--- src/sapc_pkg.sv ---
// sapc_pkg: constants, codes and shared types of the servo angle to pwm count block
// used by the channel interfaces and every module under src
package sapc_pkg;

    // block constants
    localparam int     CHANNEL_COUNT  = 16;
    localparam int     PWM_FREQ_HZ    = 50;
    localparam int     ANGLE_SPAN_DEG = 180;
    localparam int     STEPS          = 4096;
    localparam int     MAX_COUNT      = 4095;
    localparam longint US_PER_S       = 1000000;
    localparam int     BASE_REG       = 6;
    localparam int     CENTI          = 100;
    localparam int     SLOTS          = 16;

    // field widths
    localparam int CMD_W      = 2;
    localparam int CH_W       = 4;
    localparam int VAL_W      = 21;
    localparam int ANG_W      = 9;
    localparam int PUL_W      = 15;
    localparam int CNT_W      = 12;
    localparam int ADDR_W     = 8;
    localparam int CFG_IDX_W  = 2;
    localparam int CFG_DATA_W = 15;

    // internal widths
    localparam int CENTI_W = 28;          // value * 100, signed
    localparam int ANGC_W  = 17;          // angle limit in centi-degrees
    localparam int D_W     = 16;          // offset above the lower angle limit
    localparam int DIFF_W  = PUL_W + 1;   // signed pulse range
    localparam int NUM_W   = 33;          // pulse numerator, signed
    localparam int T_W     = 56;          // scaled numerator plus half divisor, signed
    localparam int REM_W   = T_W - 1;     // magnitude of the scaled numerator
    localparam int REC_W   = CNT_W + 2;   // reciprocal of a divisor
    localparam int QE_W    = CNT_W + 1;   // quotient estimate, at most one too high

    // derived scaling
    localparam longint SPAN_C    = longint'(ANGLE_SPAN_DEG) * CENTI;
    localparam longint ANGLE_DEN = SPAN_C * US_PER_S;
    localparam longint PULSE_DEN = US_PER_S;
    localparam longint NUM_MUL   = longint'(PWM_FREQ_HZ) * STEPS;

    // numerator at or above these limits saturates the count
    localparam longint ANGLE_LIM = ANGLE_DEN * STEPS;
    localparam longint PULSE_LIM = PULSE_DEN * STEPS;

    // reciprocal scaling: below the limit the estimate is the quotient or one more
    localparam int     KA        = $clog2(ANGLE_LIM);
    localparam int     KP        = $clog2(PULSE_LIM);
    localparam longint ANGLE_REC = ((longint'(1) << KA) + ANGLE_DEN - 1) / ANGLE_DEN;
    localparam longint PULSE_REC = ((longint'(1) << KP) + PULSE_DEN - 1) / PULSE_DEN;

    localparam logic signed [CENTI_W-1:0] CENTI_S      = CENTI_W'(CENTI);
    localparam logic        [ANGC_W-1:0]  CENTI_U      = ANGC_W'(CENTI);
    localparam logic signed [NUM_W-1:0]   SPAN_S       = NUM_W'(SPAN_C);
    localparam logic signed [T_W-1:0]     NUM_MUL_T    = T_W'(NUM_MUL);
    localparam logic signed [T_W-1:0]     ANGLE_HALF_T = T_W'(ANGLE_DEN / 2);
    localparam logic signed [T_W-1:0]     PULSE_HALF_T = T_W'(PULSE_DEN / 2);
    localparam logic        [REM_W-1:0]   ANGLE_DEN_R  = REM_W'(ANGLE_DEN);
    localparam logic        [REM_W-1:0]   PULSE_DEN_R  = REM_W'(PULSE_DEN);
    localparam logic        [REM_W-1:0]   ANGLE_LIM_R  = REM_W'(ANGLE_LIM);
    localparam logic        [REM_W-1:0]   PULSE_LIM_R  = REM_W'(PULSE_LIM);
    localparam logic        [REC_W-1:0]   ANGLE_REC_C  = REC_W'(ANGLE_REC);
    localparam logic        [REC_W-1:0]   PULSE_REC_C  = REC_W'(PULSE_REC);
    localparam logic        [CNT_W-1:0]   COUNT_SAT    = CNT_W'(MAX_COUNT);
    localparam logic        [ADDR_W-1:0]  BASE_ADDR    = ADDR_W'(BASE_REG);

    // register reset values
    localparam logic [ANG_W-1:0] RST_MIN_ANGLE = ANG_W'(0);
    localparam logic [ANG_W-1:0] RST_MAX_ANGLE = ANG_W'(180);
    localparam logic [PUL_W-1:0] RST_PULSE_MIN = PUL_W'(500);
    localparam logic [PUL_W-1:0] RST_PULSE_MAX = PUL_W'(2500);

    // command codes
    typedef enum logic [CMD_W-1:0] {
        CMD_CENTI = 2'd0,
        CMD_DEG   = 2'd1,
        CMD_PULSE = 2'd2,
        CMD_NONE  = 2'd3
    } t_cmd;

    // configuration register indexes
    typedef enum logic [CFG_IDX_W-1:0] {
        CFG_MIN_ANGLE = 2'd0,
        CFG_MAX_ANGLE = 2'd1,
        CFG_PULSE_MIN = 2'd2,
        CFG_PULSE_MAX = 2'd3
    } t_cfg_idx;

    // controller to datapath
    typedef struct packed {
        logic load;
        logic div_start;
        logic put;
    } t_ctrl_cmd;

    // datapath to controller
    typedef struct packed {
        logic special;
        logic div_done;
        logic out_free;
    } t_dp_status;

endpackage

--- src/sapc_ifs.sv ---
// sapc channel interfaces: command word in, result word out
// depends on sapc_pkg for the field widths
interface sapc_cmd_if import sapc_pkg::*; ();
    logic                    valid;
    logic                    ready;
    logic [CMD_W-1:0]        command;
    logic [CH_W-1:0]         channel;
    logic signed [VAL_W-1:0] value;

    modport source (output valid, output command, output channel, output value, input ready);
    modport sink   (input valid, input command, input channel, input value, output ready);
endinterface

interface sapc_res_if import sapc_pkg::*; ();
    logic              valid;
    logic              ready;
    logic              write_needed;
    logic [ADDR_W-1:0] reg_address;
    logic [CNT_W-1:0]  off_count;
    logic              bad_channel;

    modport source (output valid, output write_needed, output reg_address,
                    output off_count, output bad_channel, input ready);
    modport sink   (input valid, input write_needed, input reg_address,
                    input off_count, input bad_channel, output ready);
endinterface

--- src/servo_angle_to_pwm_count.sv ---
// servo_angle_to_pwm_count: top level, servo command word to pwm off-count word
// depends on sapc_pkg, sapc_ifs, sapc_ctrl, sapc_datapath (with sapc_div)
//
// Channels: i_cmd carries command (centi-degrees, whole degrees or pulse in us),
// channel and a signed value; o_res carries write_needed, reg_address, off_count
// and bad_channel. Both use valid/ready, a word moving when both are high.
// The register port (i_cfg_we, i_cfg_idx, i_cfg_data) sets the angle limits
// and the pulse range; write it only while no word is in flight.
// Path: a mapped word passes four mapping stages and then the divider, which
// estimates the quotient by a reciprocal and corrects it; an unused command code
// or a bad channel goes from the first stage straight to the result register.
// A new word is taken only once the last one is loaded into the output register.
// The result sits in an output register, so a stalled receiver holds one
// finished word while the next word is taken and mapped; that word then waits
// in the last step until the output register is free.
// Reset restores the register defaults and marks every channel's cached count
// as empty, so the first count for each channel always asks for a write.
module servo_angle_to_pwm_count import sapc_pkg::*; (
    input  logic                  i_clk,
    input  logic                  i_rst_n,
    input  logic                  i_cfg_we,
    input  logic [CFG_IDX_W-1:0]  i_cfg_idx,
    input  logic [CFG_DATA_W-1:0] i_cfg_data,
    sapc_cmd_if.sink              i_cmd,
    sapc_res_if.source            o_res
);

    t_ctrl_cmd  ctrl;
    t_dp_status status;
    logic       in_ready;

    // sequencer
    sapc_ctrl u_ctrl (
        .i_clk      (i_clk),
        .i_rst_n    (i_rst_n),
        .i_in_valid (i_cmd.valid),
        .o_in_ready (in_ready),
        .i_status   (status),
        .o_ctrl     (ctrl)
    );

    assign i_cmd.ready = in_ready;

    // mapping, cache and result register
    sapc_datapath u_dp (
        .i_clk      (i_clk),
        .i_rst_n    (i_rst_n),
        .i_cfg_we   (i_cfg_we),
        .i_cfg_idx  (i_cfg_idx),
        .i_cfg_data (i_cfg_data),
        .i_command  (i_cmd.command),
        .i_channel  (i_cmd.channel),
        .i_value    (i_cmd.value),
        .i_ctrl     (ctrl),
        .o_status   (status),
        .o_res      (o_res)
    );

endmodule

--- src/sapc_div.sv ---
// sapc_div: division by one of two constant divisors, reciprocal estimate then one correction
// depends on sapc_pkg; saturates the quotient to the 12-bit count range
module sapc_div import sapc_pkg::*; (
    input  logic                 i_clk,
    input  logic                 i_rst_n,
    input  logic                 i_start,
    input  logic                 i_sel_pulse,
    input  logic signed [T_W-1:0] i_t,
    output logic                 o_done,
    output logic [CNT_W-1:0]     o_count
);

    logic             r_neg;
    logic             r_sat;
    logic             r_sel;
    logic [KA-1:0]    r_tm;
    logic [QE_W-1:0]  r_qe;
    logic [REM_W-1:0] r_back;
    logic [CNT_W-1:0] r_q;
    logic [2:0]       r_step;
    logic             r_done;

    logic [REM_W-1:0]    t_mag;
    logic [KA+REC_W-1:0] prod_a;
    logic [KP+REC_W-1:0] prod_p;
    logic [QE_W-1:0]     qe_n;
    logic [REM_W-1:0]    den;

    assign t_mag  = REM_W'(i_t);
    assign prod_a = (KA + REC_W)'(r_tm) * (KA + REC_W)'(ANGLE_REC_C);
    assign prod_p = (KP + REC_W)'(r_tm[KP-1:0]) * (KP + REC_W)'(PULSE_REC_C);
    assign qe_n   = r_sel ? prod_p[KP +: QE_W] : prod_a[KA +: QE_W];
    assign den    = r_sel ? PULSE_DEN_R : ANGLE_DEN_R;

    // step sequence: capture, estimate, multiply back, correct
    always_ff @(posedge i_clk) begin
        if (!i_rst_n) begin
            r_step <= '0;
            r_done <= 1'b0;
        end else begin
            r_step <= {r_step[1:0], i_start};
            r_done <= r_step[2];
        end
    end

    // numerator magnitude, estimate, product and corrected quotient
    always_ff @(posedge i_clk) begin
        if (i_start) begin
            r_neg <= i_t[T_W-1];
            r_sat <= t_mag >= (i_sel_pulse ? PULSE_LIM_R : ANGLE_LIM_R);
            r_sel <= i_sel_pulse;
            r_tm  <= t_mag[KA-1:0];
        end
        if (r_step[0]) begin
            r_qe <= qe_n;
        end
        if (r_step[1]) begin
            r_back <= REM_W'(r_qe) * den;
        end
        if (r_step[2]) begin
            r_q <= (r_back > REM_W'(r_tm)) ? CNT_W'(r_qe - QE_W'(1)) : CNT_W'(r_qe);
        end
    end

    assign o_done  = r_done;
    assign o_count = r_neg ? '0 : (r_sat ? COUNT_SAT : r_q);

    // only one division is ever in progress
    a_step_onehot: assert property (@(posedge i_clk) disable iff (!i_rst_n)
        $onehot0(r_step))
        else $error("divider steps overlap");

    // the quotient is ready once the start has passed every step through the correction
    a_start_done: assert property (@(posedge i_clk) disable iff (!i_rst_n)
        i_start |-> ##4 r_done)
        else $error("divider done not four cycles after start");

endmodule

--- src/sapc_datapath.sv ---
// sapc_datapath: configuration registers, mapping stages, divider, count cache, result register
// depends on sapc_pkg, sapc_res_if and sapc_div
module sapc_datapath import sapc_pkg::*; (
    input  logic                    i_clk,
    input  logic                    i_rst_n,
    input  logic                    i_cfg_we,
    input  logic [CFG_IDX_W-1:0]    i_cfg_idx,
    input  logic [CFG_DATA_W-1:0]   i_cfg_data,
    input  logic [CMD_W-1:0]        i_command,
    input  logic [CH_W-1:0]         i_channel,
    input  logic signed [VAL_W-1:0] i_value,
    input  t_ctrl_cmd               i_ctrl,
    output t_dp_status              o_status,
    sapc_res_if.source              o_res
);

    // configuration
    logic [ANG_W-1:0] r_min_ang;
    logic [ANG_W-1:0] r_max_ang;
    logic [PUL_W-1:0] r_pmin;
    logic [PUL_W-1:0] r_pmax;

    // input word
    t_cmd                    r_cmd;
    logic [CH_W-1:0]         r_ch;
    logic signed [VAL_W-1:0] r_val;

    // mapping stages
    logic signed [CENTI_W-1:0] r_centi;
    logic [PUL_W-1:0]          r_pulse;
    logic [D_W-1:0]            r_d;
    logic signed [DIFF_W-1:0]  r_diff;
    logic signed [NUM_W-1:0]   r_num;
    logic signed [T_W-1:0]     r_t;

    // count cache
    logic [CNT_W-1:0] r_last [SLOTS];
    logic [SLOTS-1:0] r_cvalid;

    // result register
    logic              r_ovalid;
    logic              r_wr;
    logic [ADDR_W-1:0] r_addr;
    logic [CNT_W-1:0]  r_count;
    logic              r_bad;

    logic                      sel_pulse;
    logic signed [CENTI_W-1:0] centi_n;
    logic signed [VAL_W:0]     v_x;
    logic signed [VAL_W:0]     pmin_x;
    logic signed [VAL_W:0]     pmax_x;
    logic signed [VAL_W:0]     p1;
    logic signed [VAL_W:0]     p2;
    logic [ANGC_W-1:0]         cmin_u;
    logic [ANGC_W-1:0]         cmax_u;
    logic signed [CENTI_W-1:0] cmin_s;
    logic signed [CENTI_W-1:0] cmax_s;
    logic signed [CENTI_W-1:0] c1;
    logic signed [CENTI_W-1:0] c2;
    logic signed [CENTI_W-1:0] dd;
    logic signed [NUM_W-1:0]   angle_num;
    logic                      div_done;
    logic [CNT_W-1:0]          div_count;
    logic                      is_none;
    logic                      is_bad;
    logic                      hit;
    logic                      out_free;

    // configuration writes
    always_ff @(posedge i_clk) begin
        if (!i_rst_n) begin
            r_min_ang <= RST_MIN_ANGLE;
            r_max_ang <= RST_MAX_ANGLE;
            r_pmin    <= RST_PULSE_MIN;
            r_pmax    <= RST_PULSE_MAX;
        end else if (i_cfg_we) begin
            unique case (t_cfg_idx'(i_cfg_idx))
                CFG_MIN_ANGLE: r_min_ang <= ANG_W'(i_cfg_data);
                CFG_MAX_ANGLE: r_max_ang <= ANG_W'(i_cfg_data);
                CFG_PULSE_MIN: r_pmin    <= PUL_W'(i_cfg_data);
                CFG_PULSE_MAX: r_pmax    <= PUL_W'(i_cfg_data);
            endcase
        end
    end

    // capture the command word
    always_ff @(posedge i_clk) begin
        if (i_ctrl.load) begin
            r_cmd <= t_cmd'(i_command);
            r_ch  <= i_channel;
            r_val <= i_value;
        end
    end

    assign sel_pulse = (r_cmd == CMD_PULSE);

    // stage 1: whole degrees to centi-degrees, pulse clamped to its range
    assign centi_n = (r_cmd == CMD_DEG) ? (CENTI_W'(r_val) * CENTI_S) : CENTI_W'(r_val);
    assign v_x     = (VAL_W + 1)'(r_val);
    assign pmin_x  = $signed((VAL_W + 1)'(r_pmin));
    assign pmax_x  = $signed((VAL_W + 1)'(r_pmax));
    assign p1      = (v_x < pmin_x) ? pmin_x : v_x;
    assign p2      = (p1 > pmax_x) ? pmax_x : p1;

    // stage 2: angle clamped, taken as offset above the lower limit
    assign cmin_u = ANGC_W'(r_min_ang) * CENTI_U;
    assign cmax_u = ANGC_W'(r_max_ang) * CENTI_U;
    assign cmin_s = $signed(CENTI_W'(cmin_u));
    assign cmax_s = $signed(CENTI_W'(cmax_u));
    assign c1     = (r_centi > cmax_s) ? cmax_s : r_centi;
    assign c2     = (c1 < cmin_s) ? cmin_s : c1;
    assign dd     = c2 - cmin_s;

    // stage 3: pulse numerator over the angle span
    assign angle_num = $signed(NUM_W'(r_pmin)) * SPAN_S
                     + $signed(NUM_W'(r_d)) * NUM_W'(r_diff);

    always_ff @(posedge i_clk) begin
        r_centi <= centi_n;
        r_pulse <= PUL_W'(p2);
        r_d     <= D_W'(dd);
        r_diff  <= $signed({1'b0, r_pmax}) - $signed({1'b0, r_pmin});
        r_num   <= sel_pulse ? $signed(NUM_W'(r_pulse)) : angle_num;
        // stage 4: scale to steps per period and add half the divisor
        r_t     <= T_W'(r_num) * NUM_MUL_T + (sel_pulse ? PULSE_HALF_T : ANGLE_HALF_T);
    end

    // rounding division and saturation
    sapc_div u_div (
        .i_clk       (i_clk),
        .i_rst_n     (i_rst_n),
        .i_start     (i_ctrl.div_start),
        .i_sel_pulse (sel_pulse),
        .i_t         (r_t),
        .o_done      (div_done),
        .o_count     (div_count)
    );

    // result classification and cache lookup
    assign is_none  = (r_cmd == CMD_NONE);
    assign is_bad   = int'(r_ch) >= CHANNEL_COUNT;
    assign hit      = r_cvalid[r_ch] && (r_last[r_ch] == div_count);
    assign out_free = !r_ovalid || o_res.ready;

    // result register
    always_ff @(posedge i_clk) begin
        if (!i_rst_n) begin
            r_ovalid <= 1'b0;
        end else if (i_ctrl.put) begin
            r_ovalid <= 1'b1;
        end else if (o_res.ready) begin
            r_ovalid <= 1'b0;
        end
    end

    always_ff @(posedge i_clk) begin
        if (i_ctrl.put) begin
            r_wr    <= 1'b0;
            r_addr  <= '0;
            r_count <= '0;
            r_bad   <= 1'b0;
            if (!is_none) begin
                if (is_bad) begin
                    r_bad <= 1'b1;
                end else begin
                    r_wr    <= !hit;
                    r_addr  <= BASE_ADDR + ADDR_W'({r_ch, 2'b00});
                    r_count <= div_count;
                end
            end
        end
    end

    // cache of the last count written per channel
    always_ff @(posedge i_clk) begin
        if (!i_rst_n) begin
            r_cvalid <= '0;
        end else if (i_ctrl.put && !is_none && !is_bad && !hit) begin
            r_cvalid[r_ch] <= 1'b1;
        end
    end

    always_ff @(posedge i_clk) begin
        if (i_ctrl.put && !is_none && !is_bad && !hit) begin
            r_last[r_ch] <= div_count;
        end
    end

    assign o_status.special  = is_none || is_bad;
    assign o_status.div_done = div_done;
    assign o_status.out_free = out_free;

    assign o_res.valid        = r_ovalid;
    assign o_res.write_needed = r_wr;
    assign o_res.reg_address  = r_addr;
    assign o_res.off_count    = r_count;
    assign o_res.bad_channel  = r_bad;

    // a result is only loaded when the output register can take it
    a_put_free: assert property (@(posedge i_clk) disable iff (!i_rst_n)
        i_ctrl.put |-> out_free)
        else $error("result loaded over a word not yet taken");

    // a loaded result is offered in the following cycle
    a_put_valid: assert property (@(posedge i_clk) disable iff (!i_rst_n)
        i_ctrl.put |=> r_ovalid)
        else $error("loaded result not offered");

    // a write request always leaves the channel marked in the cache
    a_cache_mark: assert property (@(posedge i_clk) disable iff (!i_rst_n)
        (i_ctrl.put && !is_none && !is_bad) |=> r_cvalid[$past(r_ch)])
        else $error("channel not marked after a count was issued");

endmodule

--- src/sapc_ctrl.sv ---
// sapc_ctrl: sequencer for one command word through the mapping stages and the divider
// depends on sapc_pkg for the command and status structs
module sapc_ctrl import sapc_pkg::*; (
    input  logic       i_clk,
    input  logic       i_rst_n,
    input  logic       i_in_valid,
    output logic       o_in_ready,
    input  t_dp_status i_status,
    output t_ctrl_cmd  o_ctrl
);

    typedef enum logic [2:0] {
        S_IDLE,
        S_STG1,
        S_STG2,
        S_STG3,
        S_STG4,
        S_DWAIT,
        S_PUT
    } t_state;

    t_state r_state;
    logic   r_ready;
    logic   r_div_start;
    logic   accept;
    logic   put;

    assign accept = i_in_valid && r_ready;
    assign put    = (r_state == S_PUT) && i_status.out_free;

    // state and registered outputs
    always_ff @(posedge i_clk) begin
        if (!i_rst_n) begin
            r_state     <= S_IDLE;
            r_ready     <= 1'b1;
            r_div_start <= 1'b0;
        end else begin
            r_div_start <= 1'b0;
            unique case (r_state)
                S_IDLE: begin
                    if (accept) begin
                        r_state <= S_STG1;
                        r_ready <= 1'b0;
                    end
                end
                S_STG1: begin
                    r_state <= i_status.special ? S_PUT : S_STG2;
                end
                S_STG2: begin
                    r_state <= S_STG3;
                end
                S_STG3: begin
                    r_state <= S_STG4;
                end
                S_STG4: begin
                    r_state     <= S_DWAIT;
                    r_div_start <= 1'b1;
                end
                S_DWAIT: begin
                    if (i_status.div_done) begin
                        r_state <= S_PUT;
                    end
                end
                S_PUT: begin
                    if (put) begin
                        r_state <= S_IDLE;
                        r_ready <= 1'b1;
                    end
                end
                default: begin
                    r_state <= S_IDLE;
                    r_ready <= 1'b1;
                end
            endcase
        end
    end

    assign o_in_ready       = r_ready;
    assign o_ctrl.load      = accept;
    assign o_ctrl.div_start = r_div_start;
    assign o_ctrl.put       = put;

    // a word is taken only while no other word is in flight
    a_ready_idle: assert property (@(posedge i_clk) disable iff (!i_rst_n)
        (r_state != S_IDLE) |-> !r_ready)
        else $error("ready raised while a word is in flight");

endmodule

--- src/flat_wrapper.sv ---
// flat-port wrapper written by rule: the top's interface ports become plain ports
module servo_angle_to_pwm_count_flat import sapc_pkg::*;
  (i_clk, i_rst_n, i_cfg_we, i_cfg_idx, i_cfg_data, i_cmd_valid, i_cmd_command, i_cmd_channel, i_cmd_value, i_cmd_ready, o_res_valid, o_res_write_needed, o_res_reg_address, o_res_off_count, o_res_bad_channel, o_res_ready);
  sapc_cmd_if i_cmd_i ();
  sapc_res_if o_res_i ();
  input  logic i_clk;
  input  logic i_rst_n;
  input  logic i_cfg_we;
  input  logic [CFG_IDX_W-1:0] i_cfg_idx;
  input  logic [CFG_DATA_W-1:0] i_cfg_data;
  input wire logic [$bits(i_cmd_i.valid)-1:0] i_cmd_valid;
  input wire logic [$bits(i_cmd_i.command)-1:0] i_cmd_command;
  input wire logic [$bits(i_cmd_i.channel)-1:0] i_cmd_channel;
  input wire logic [$bits(i_cmd_i.value)-1:0] i_cmd_value;
  output wire logic [$bits(i_cmd_i.ready)-1:0] i_cmd_ready;
  output wire logic [$bits(o_res_i.valid)-1:0] o_res_valid;
  output wire logic [$bits(o_res_i.write_needed)-1:0] o_res_write_needed;
  output wire logic [$bits(o_res_i.reg_address)-1:0] o_res_reg_address;
  output wire logic [$bits(o_res_i.off_count)-1:0] o_res_off_count;
  output wire logic [$bits(o_res_i.bad_channel)-1:0] o_res_bad_channel;
  input wire logic [$bits(o_res_i.ready)-1:0] o_res_ready;
  assign i_cmd_i.valid = i_cmd_valid;
  assign i_cmd_i.command = i_cmd_command;
  assign i_cmd_i.channel = i_cmd_channel;
  assign i_cmd_i.value = i_cmd_value;
  assign i_cmd_ready = i_cmd_i.ready;
  assign o_res_valid = o_res_i.valid;
  assign o_res_write_needed = o_res_i.write_needed;
  assign o_res_reg_address = o_res_i.reg_address;
  assign o_res_off_count = o_res_i.off_count;
  assign o_res_bad_channel = o_res_i.bad_channel;
  assign o_res_i.ready = o_res_ready;
  servo_angle_to_pwm_count u_core (.i_clk(i_clk), .i_rst_n(i_rst_n), .i_cfg_we(i_cfg_we), .i_cfg_idx(i_cfg_idx), .i_cfg_data(i_cfg_data), .i_cmd(i_cmd_i), .o_res(o_res_i));
endmodule
--- config.mk ---
export PLATFORM = sky130hd
export DESIGN_NAME = servo_angle_to_pwm_count_flat
export DESIGN_NICKNAME = d
export VERILOG_FILES = /design/src/sapc_pkg.sv /design/src/sapc_ifs.sv /design/src/servo_angle_to_pwm_count.sv /design/src/sapc_div.sv /design/src/sapc_datapath.sv /design/src/sapc_ctrl.sv /design/src/flat_wrapper.sv
export SDC_FILE = /design/constraint.sdc
export NUM_CORES = 2
export LEC_CHECK = 0
export BUFFER_PORTS_ARGS = -buffer_cell sky130_fd_sc_hd__buf_2
export CAP_MARGIN = 30
export CORE_UTILIZATION = 35
export DETAILED_ROUTE_END_ITERATION = 7
export SYNTH_ARGS = -nofsm -noshare
export SYNTH_HDL_FRONTEND = slang
export SYNTH_SLANG_ARGS = --single-unit
--- constraint.sdc ---
create_clock -name i_clk -period 12.7 [get_ports i_clk]
set_clock_uncertainty 0.15 [all_clocks]
set_input_delay 2.54 -clock i_clk [delete_from_list [all_inputs] [get_ports i_clk]]
set_output_delay 2.54 -clock i_clk [all_outputs]
set_load 0.005 [all_outputs]
==> flow_metrics.env <==
export IMPL_outcome="finished, final reports clean"
export IMPL_setup_tns_ns=0
export IMPL_reg2reg_to="u_core.u_dp.r_d[15]$_DFF_P_"
export IMPL_core_um2=174400
export IMPL_drv_slew=0
export IMPL_synth_edf_count=344
export IMPL_synth_cell_type_count=102
export IMPL_io_buffers=69
export IMPL_max_stage_delay_ns=0.63
export IMPL_dieHeight_um=421.6
export IMPL_row_count=153
export IMPL_grt_pass1_vias=43270
export IMPL_grt_usage=0.1651
export IMPL_yosys_area_share_simple=0.09231
export IMPL_vias=40960
export IMPL_cts_resized=0
export IMPL_max_cap_violations=0
export IMPL_worstHoldStart="u_core.u_dp.r_pulse[4]$_DFF_P_"
export IMPL_max_freq_ghz=0.1007
export IMPL_yosysTopAreaCell="fa_1"
export IMPL_fin_crit_ns=9.927
export IMPL_final_hold_viol_count=0
export IMPL_grt_max_degree=75
export IMPL_htree_levels=2
export IMPL_synth_top_family_by_area="adder cells"
export IMPL_worstPathRequired_ns=13.15
export IMPL_cts_clk_slew_worst_paths_ns=0.06
export IMPL_synth_compound_area_frac=0.08417
export IMPL_avgSynthCellArea_um2=10.36
export IMPL_cpMostUsedCell="a21o_1"
export IMPL_r2r_start="u_core.u_dp.r_max_ang[2]$_SDFFE_PN1P_"
export IMPL_yosys_most_used_dff="edfxtp_1"
export IMPL_async_reset_ff_frac=0
export IMPL_yosysTopAreaCellShare=0.2306
export IMPL_hp_class="register to register"
export IMPL_clockRootBuffer="clkbuf_16"
export IMPL_fin_crit_sh=0.7816
export IMPL_cp_slowest_cell="and2_1"
export IMPL_firstDrtPassIters=6
export IMPL_ys_seq_area_frac=0.2417
export IMPL_overflow=0
export IMPL_clock_path_buffers=3
export IMPL_synthAdderAreaFrac=0.4312
export IMPL_syn_area_um2=61630
export IMPL_crit_path_end_kind="register"
export IMPL_post_cts_buffers=0
export IMPL_cts_tree="built"
export IMPL_drive_gt1_frac=0.06397
export IMPL_ioPinCount=73
export IMPL_viasPerCell=4.872
export IMPL_ys_ff_latch=572
export IMPL_antennaDiodeCount=0
export IMPL_synthCells=5950
export IMPL_ys_warn_count=0
export IMPL_dieArea_um2=177800
export IMPL_cts_made_buffers=60
export IMPL_cts_hold_buffers=0
export IMPL_min_to="u_core.u_dp.r_num[4]$_DFF_P_"
export IMPL_rsz0062_at_grt="no"
export IMPL_clock_sinks=572
export IMPL_die_w_um=421.6
export IMPL_hpwl_um=118100
export IMPL_crit_arrival_ns=10.37
export IMPL_fillerInstances=17050
export IMPL_finalSetupViolCount=0
export IMPL_critPathMaxFanout=26
export IMPL_routabilityCongestion=0.8869
export IMPL_relSlewSlack=0.2900
export IMPL_start_util=0.3534
export IMPL_synthMuxAreaShare=0.03256
export IMPL_crit_path_start_kind="register"
export IMPL_worstMarginPinSlew_ns=1.061
export IMPL_min_path_cells=2
export IMPL_grt_pass1_wl_um=235600
export IMPL_drtIter0Drc=2041
export IMPL_synthXorXnorAreaFrac=0.03269
export IMPL_drtAntennaViolNets=0
export IMPL_routed_wl_um=144800
export IMPL_reg2reg_setup_slack_ns=2.77
export IMPL_syn_to_final_growth_pct=8.872
export IMPL_wl_per_cell_um=17.23
export IMPL_num_nets_final=7776
export IMPL_clock_latency_ns=0.69
export IMPL_crit_type="register to register"
export IMPL_synth_top_cells_by_area="fa_1 23%, ha_1 20%, edfxtp_1 17%"
export IMPL_rr_worst_depth=42
export IMPL_antenna_found_initial=3
export IMPL_drc_errors=0
-- synth_stat cells, types with 39 or more instances --
master / number
a21o_1: 126
o21a_1: 39
a21oi_1: 201
nand2b_1: 61
and2_1: 140
nor2b_1: 50
fa_1: 710
inv_1: 1281
edfxtp_1: 344
mux4_2: 65
ha_1: 988
xnor2_1: 144
nor2_1: 229
o21ai_0: 121
xor2_1: 86
clkbuf_1: 86
dfxtp_1: 228
nor3_1: 60
nand3_1: 57
nand2_1: 408
-- state kept, by name (all words and copies together) (netlist names), 3 cells and up, named ones only --
name / count
u_core.u_dp.r_diff: 16
u_core.u_dp.r_ch: 4
u_core.u_dp.r_max_ang: 9
u_core.u_dp.r_centi: 28
u_core.u_dp.r_pmax: 15
u_core.u_dp.r_pulse: 15
u_core.u_dp.r_last: 192
u_core.u_ctrl.r_state: 3
u_core.u_dp.u_div.r_qe: 13
u_core.u_dp.o_res.reg_address: 6
u_core.u_dp.r_t: 42
u_core.u_dp.o_res.off_count: 12
u_core.u_dp.r_num: 33
u_core.u_dp.u_div.r_back: 42
u_core.u_dp.r_d: 16
u_core.u_dp.r_pmin: 15
u_core.u_dp.u_div.r_q: 12
u_core.u_dp.u_div.r_step: 3
u_core.u_dp.r_cvalid: 16
u_core.u_dp.u_div.r_tm: 36
u_core.u_dp.r_val: 21
u_core.u_dp.r_min_ang: 9
-- how the worst max path moves through the flow --
stage | from | to | slack [ns]
final | u_core.u_dp.r_max_ang[2]$_SDFFE_PN1P_ | u_core.u_dp.r_d[15]$_DFF_P_ | 2.77
after global routing | u_core.u_dp.r_max_ang[3]$_SDFFE_PN0P_ | u_core.u_dp.r_d[15]$_DFF_P_ | 2.09
after CTS | u_core.u_dp.r_max_ang[2]$_SDFFE_PN1P_ | u_core.u_dp.r_d[15]$_DFF_P_ | 2.84
after detailed placement | u_core.u_dp.r_max_ang[2]$_SDFFE_PN1P_ | u_core.u_dp.r_d[15]$_DFF_P_ | 2.90
after global placement | u_core.u_dp.r_max_ang[2]$_SDFFE_PN1P_ | u_core.u_dp.r_d[15]$_DFF_P_ | 3.00
after floorplan | u_core.u_dp.r_max_ang[3]$_SDFFE_PN0P_ | u_core.u_dp.r_d[15]$_DFF_P_ | 3.47
-- cell type report --
type / instances / area, um2 / share of cell area
flip-flops and latches: 572 / 14900 / 0.2221
clock buffers: 72 / 1694 / 0.02525
well taps: 2325 / 2909 / 0.04336
clock inverters: 42 / 401.6 / 0.005986
repair buffers: 105 / 767.0 / 0.01143
inverters: 1282 / 4812 / 0.07172
multi-input cells: 4008 / 41610 / 0.6202
-- per-stage QoR --
step | instances | hold WS, ns | setup WS [ns] | area (um2) | utilization
after detailed placement | 8288 | 0.2570 | 2.900 | 64940 | 0.3724
after floorplan | 5968 | 0.2418 | 3.473 | 61700 | -
final | 8406 | 0.2400 | 2.773 | 67100 | 0.3847
after global placement | 8275 | 0.2511 | 2.998 | 64720 | 0.3711
after CTS | 8402 | 0.2531 | 2.837 | 67040 | 0.3844
after global routing | 8406 | 0.2854 | 2.093 | 67100 | 0.3847
-- cell usage in the layout, fill, tap and decap left out, types with 57 or more instances in the layout --
| cell type | count |
|---|---|
| edfxtp_1 | 344 |
| o21ai_0 | 121 |
| clkbuf_16 | 65 |
| xor2_1 | 86 |
| a21oi_1 | 201 |
| xnor2_1 | 144 |
| and2_1 | 140 |
| dfxtp_1 | 224 |
| nor3_1 | 60 |
| a21o_1 | 126 |
| inv_1 | 1281 |
| nand3_1 | 57 |
| mux4_2 | 65 |
| buf_2 | 69 |
| nor2_1 | 216 |
| nand2b_1 | 61 |
| nand2_1 | 408 |
| ha_1 | 988 |
| fa_1 | 710 |
-- worst max-delay path: cells and delay by family, from the launching register on --
kind | cells | cell delay, ns
fa+ha+maj | 7 | 2.28
buf+inv | 2 | 0.38
flops | 1 | 0.42
simple gates | 5 | 1.25
compound gates | 26 | 4.86
mux | 1 | 0.44
xor+xnor | 1 | 0.14
-- kinds of logic after synthesis --
group	Yosys count
fa+ha+maj	1698
xor+xnor	230
other cells	2
buf+inv	1388
mux	115
compound gates	778
flops	572
simple gates	1167
-- metal layers --
| layer | share of wire | global-route usage |
|---|---|---|
| met1 | 0.46 | 0.2241 |
| met2 | 0.49 | 0.2838 |
| met3 | 0.037 | 0.01445 |
| met4 | 0.021 | 0.03855 |
| met5 | 0.000090 | 0 |
Power is not shown: default switching activity piles up to over one toggle a cycle in this logic, so the estimate is an artifact.
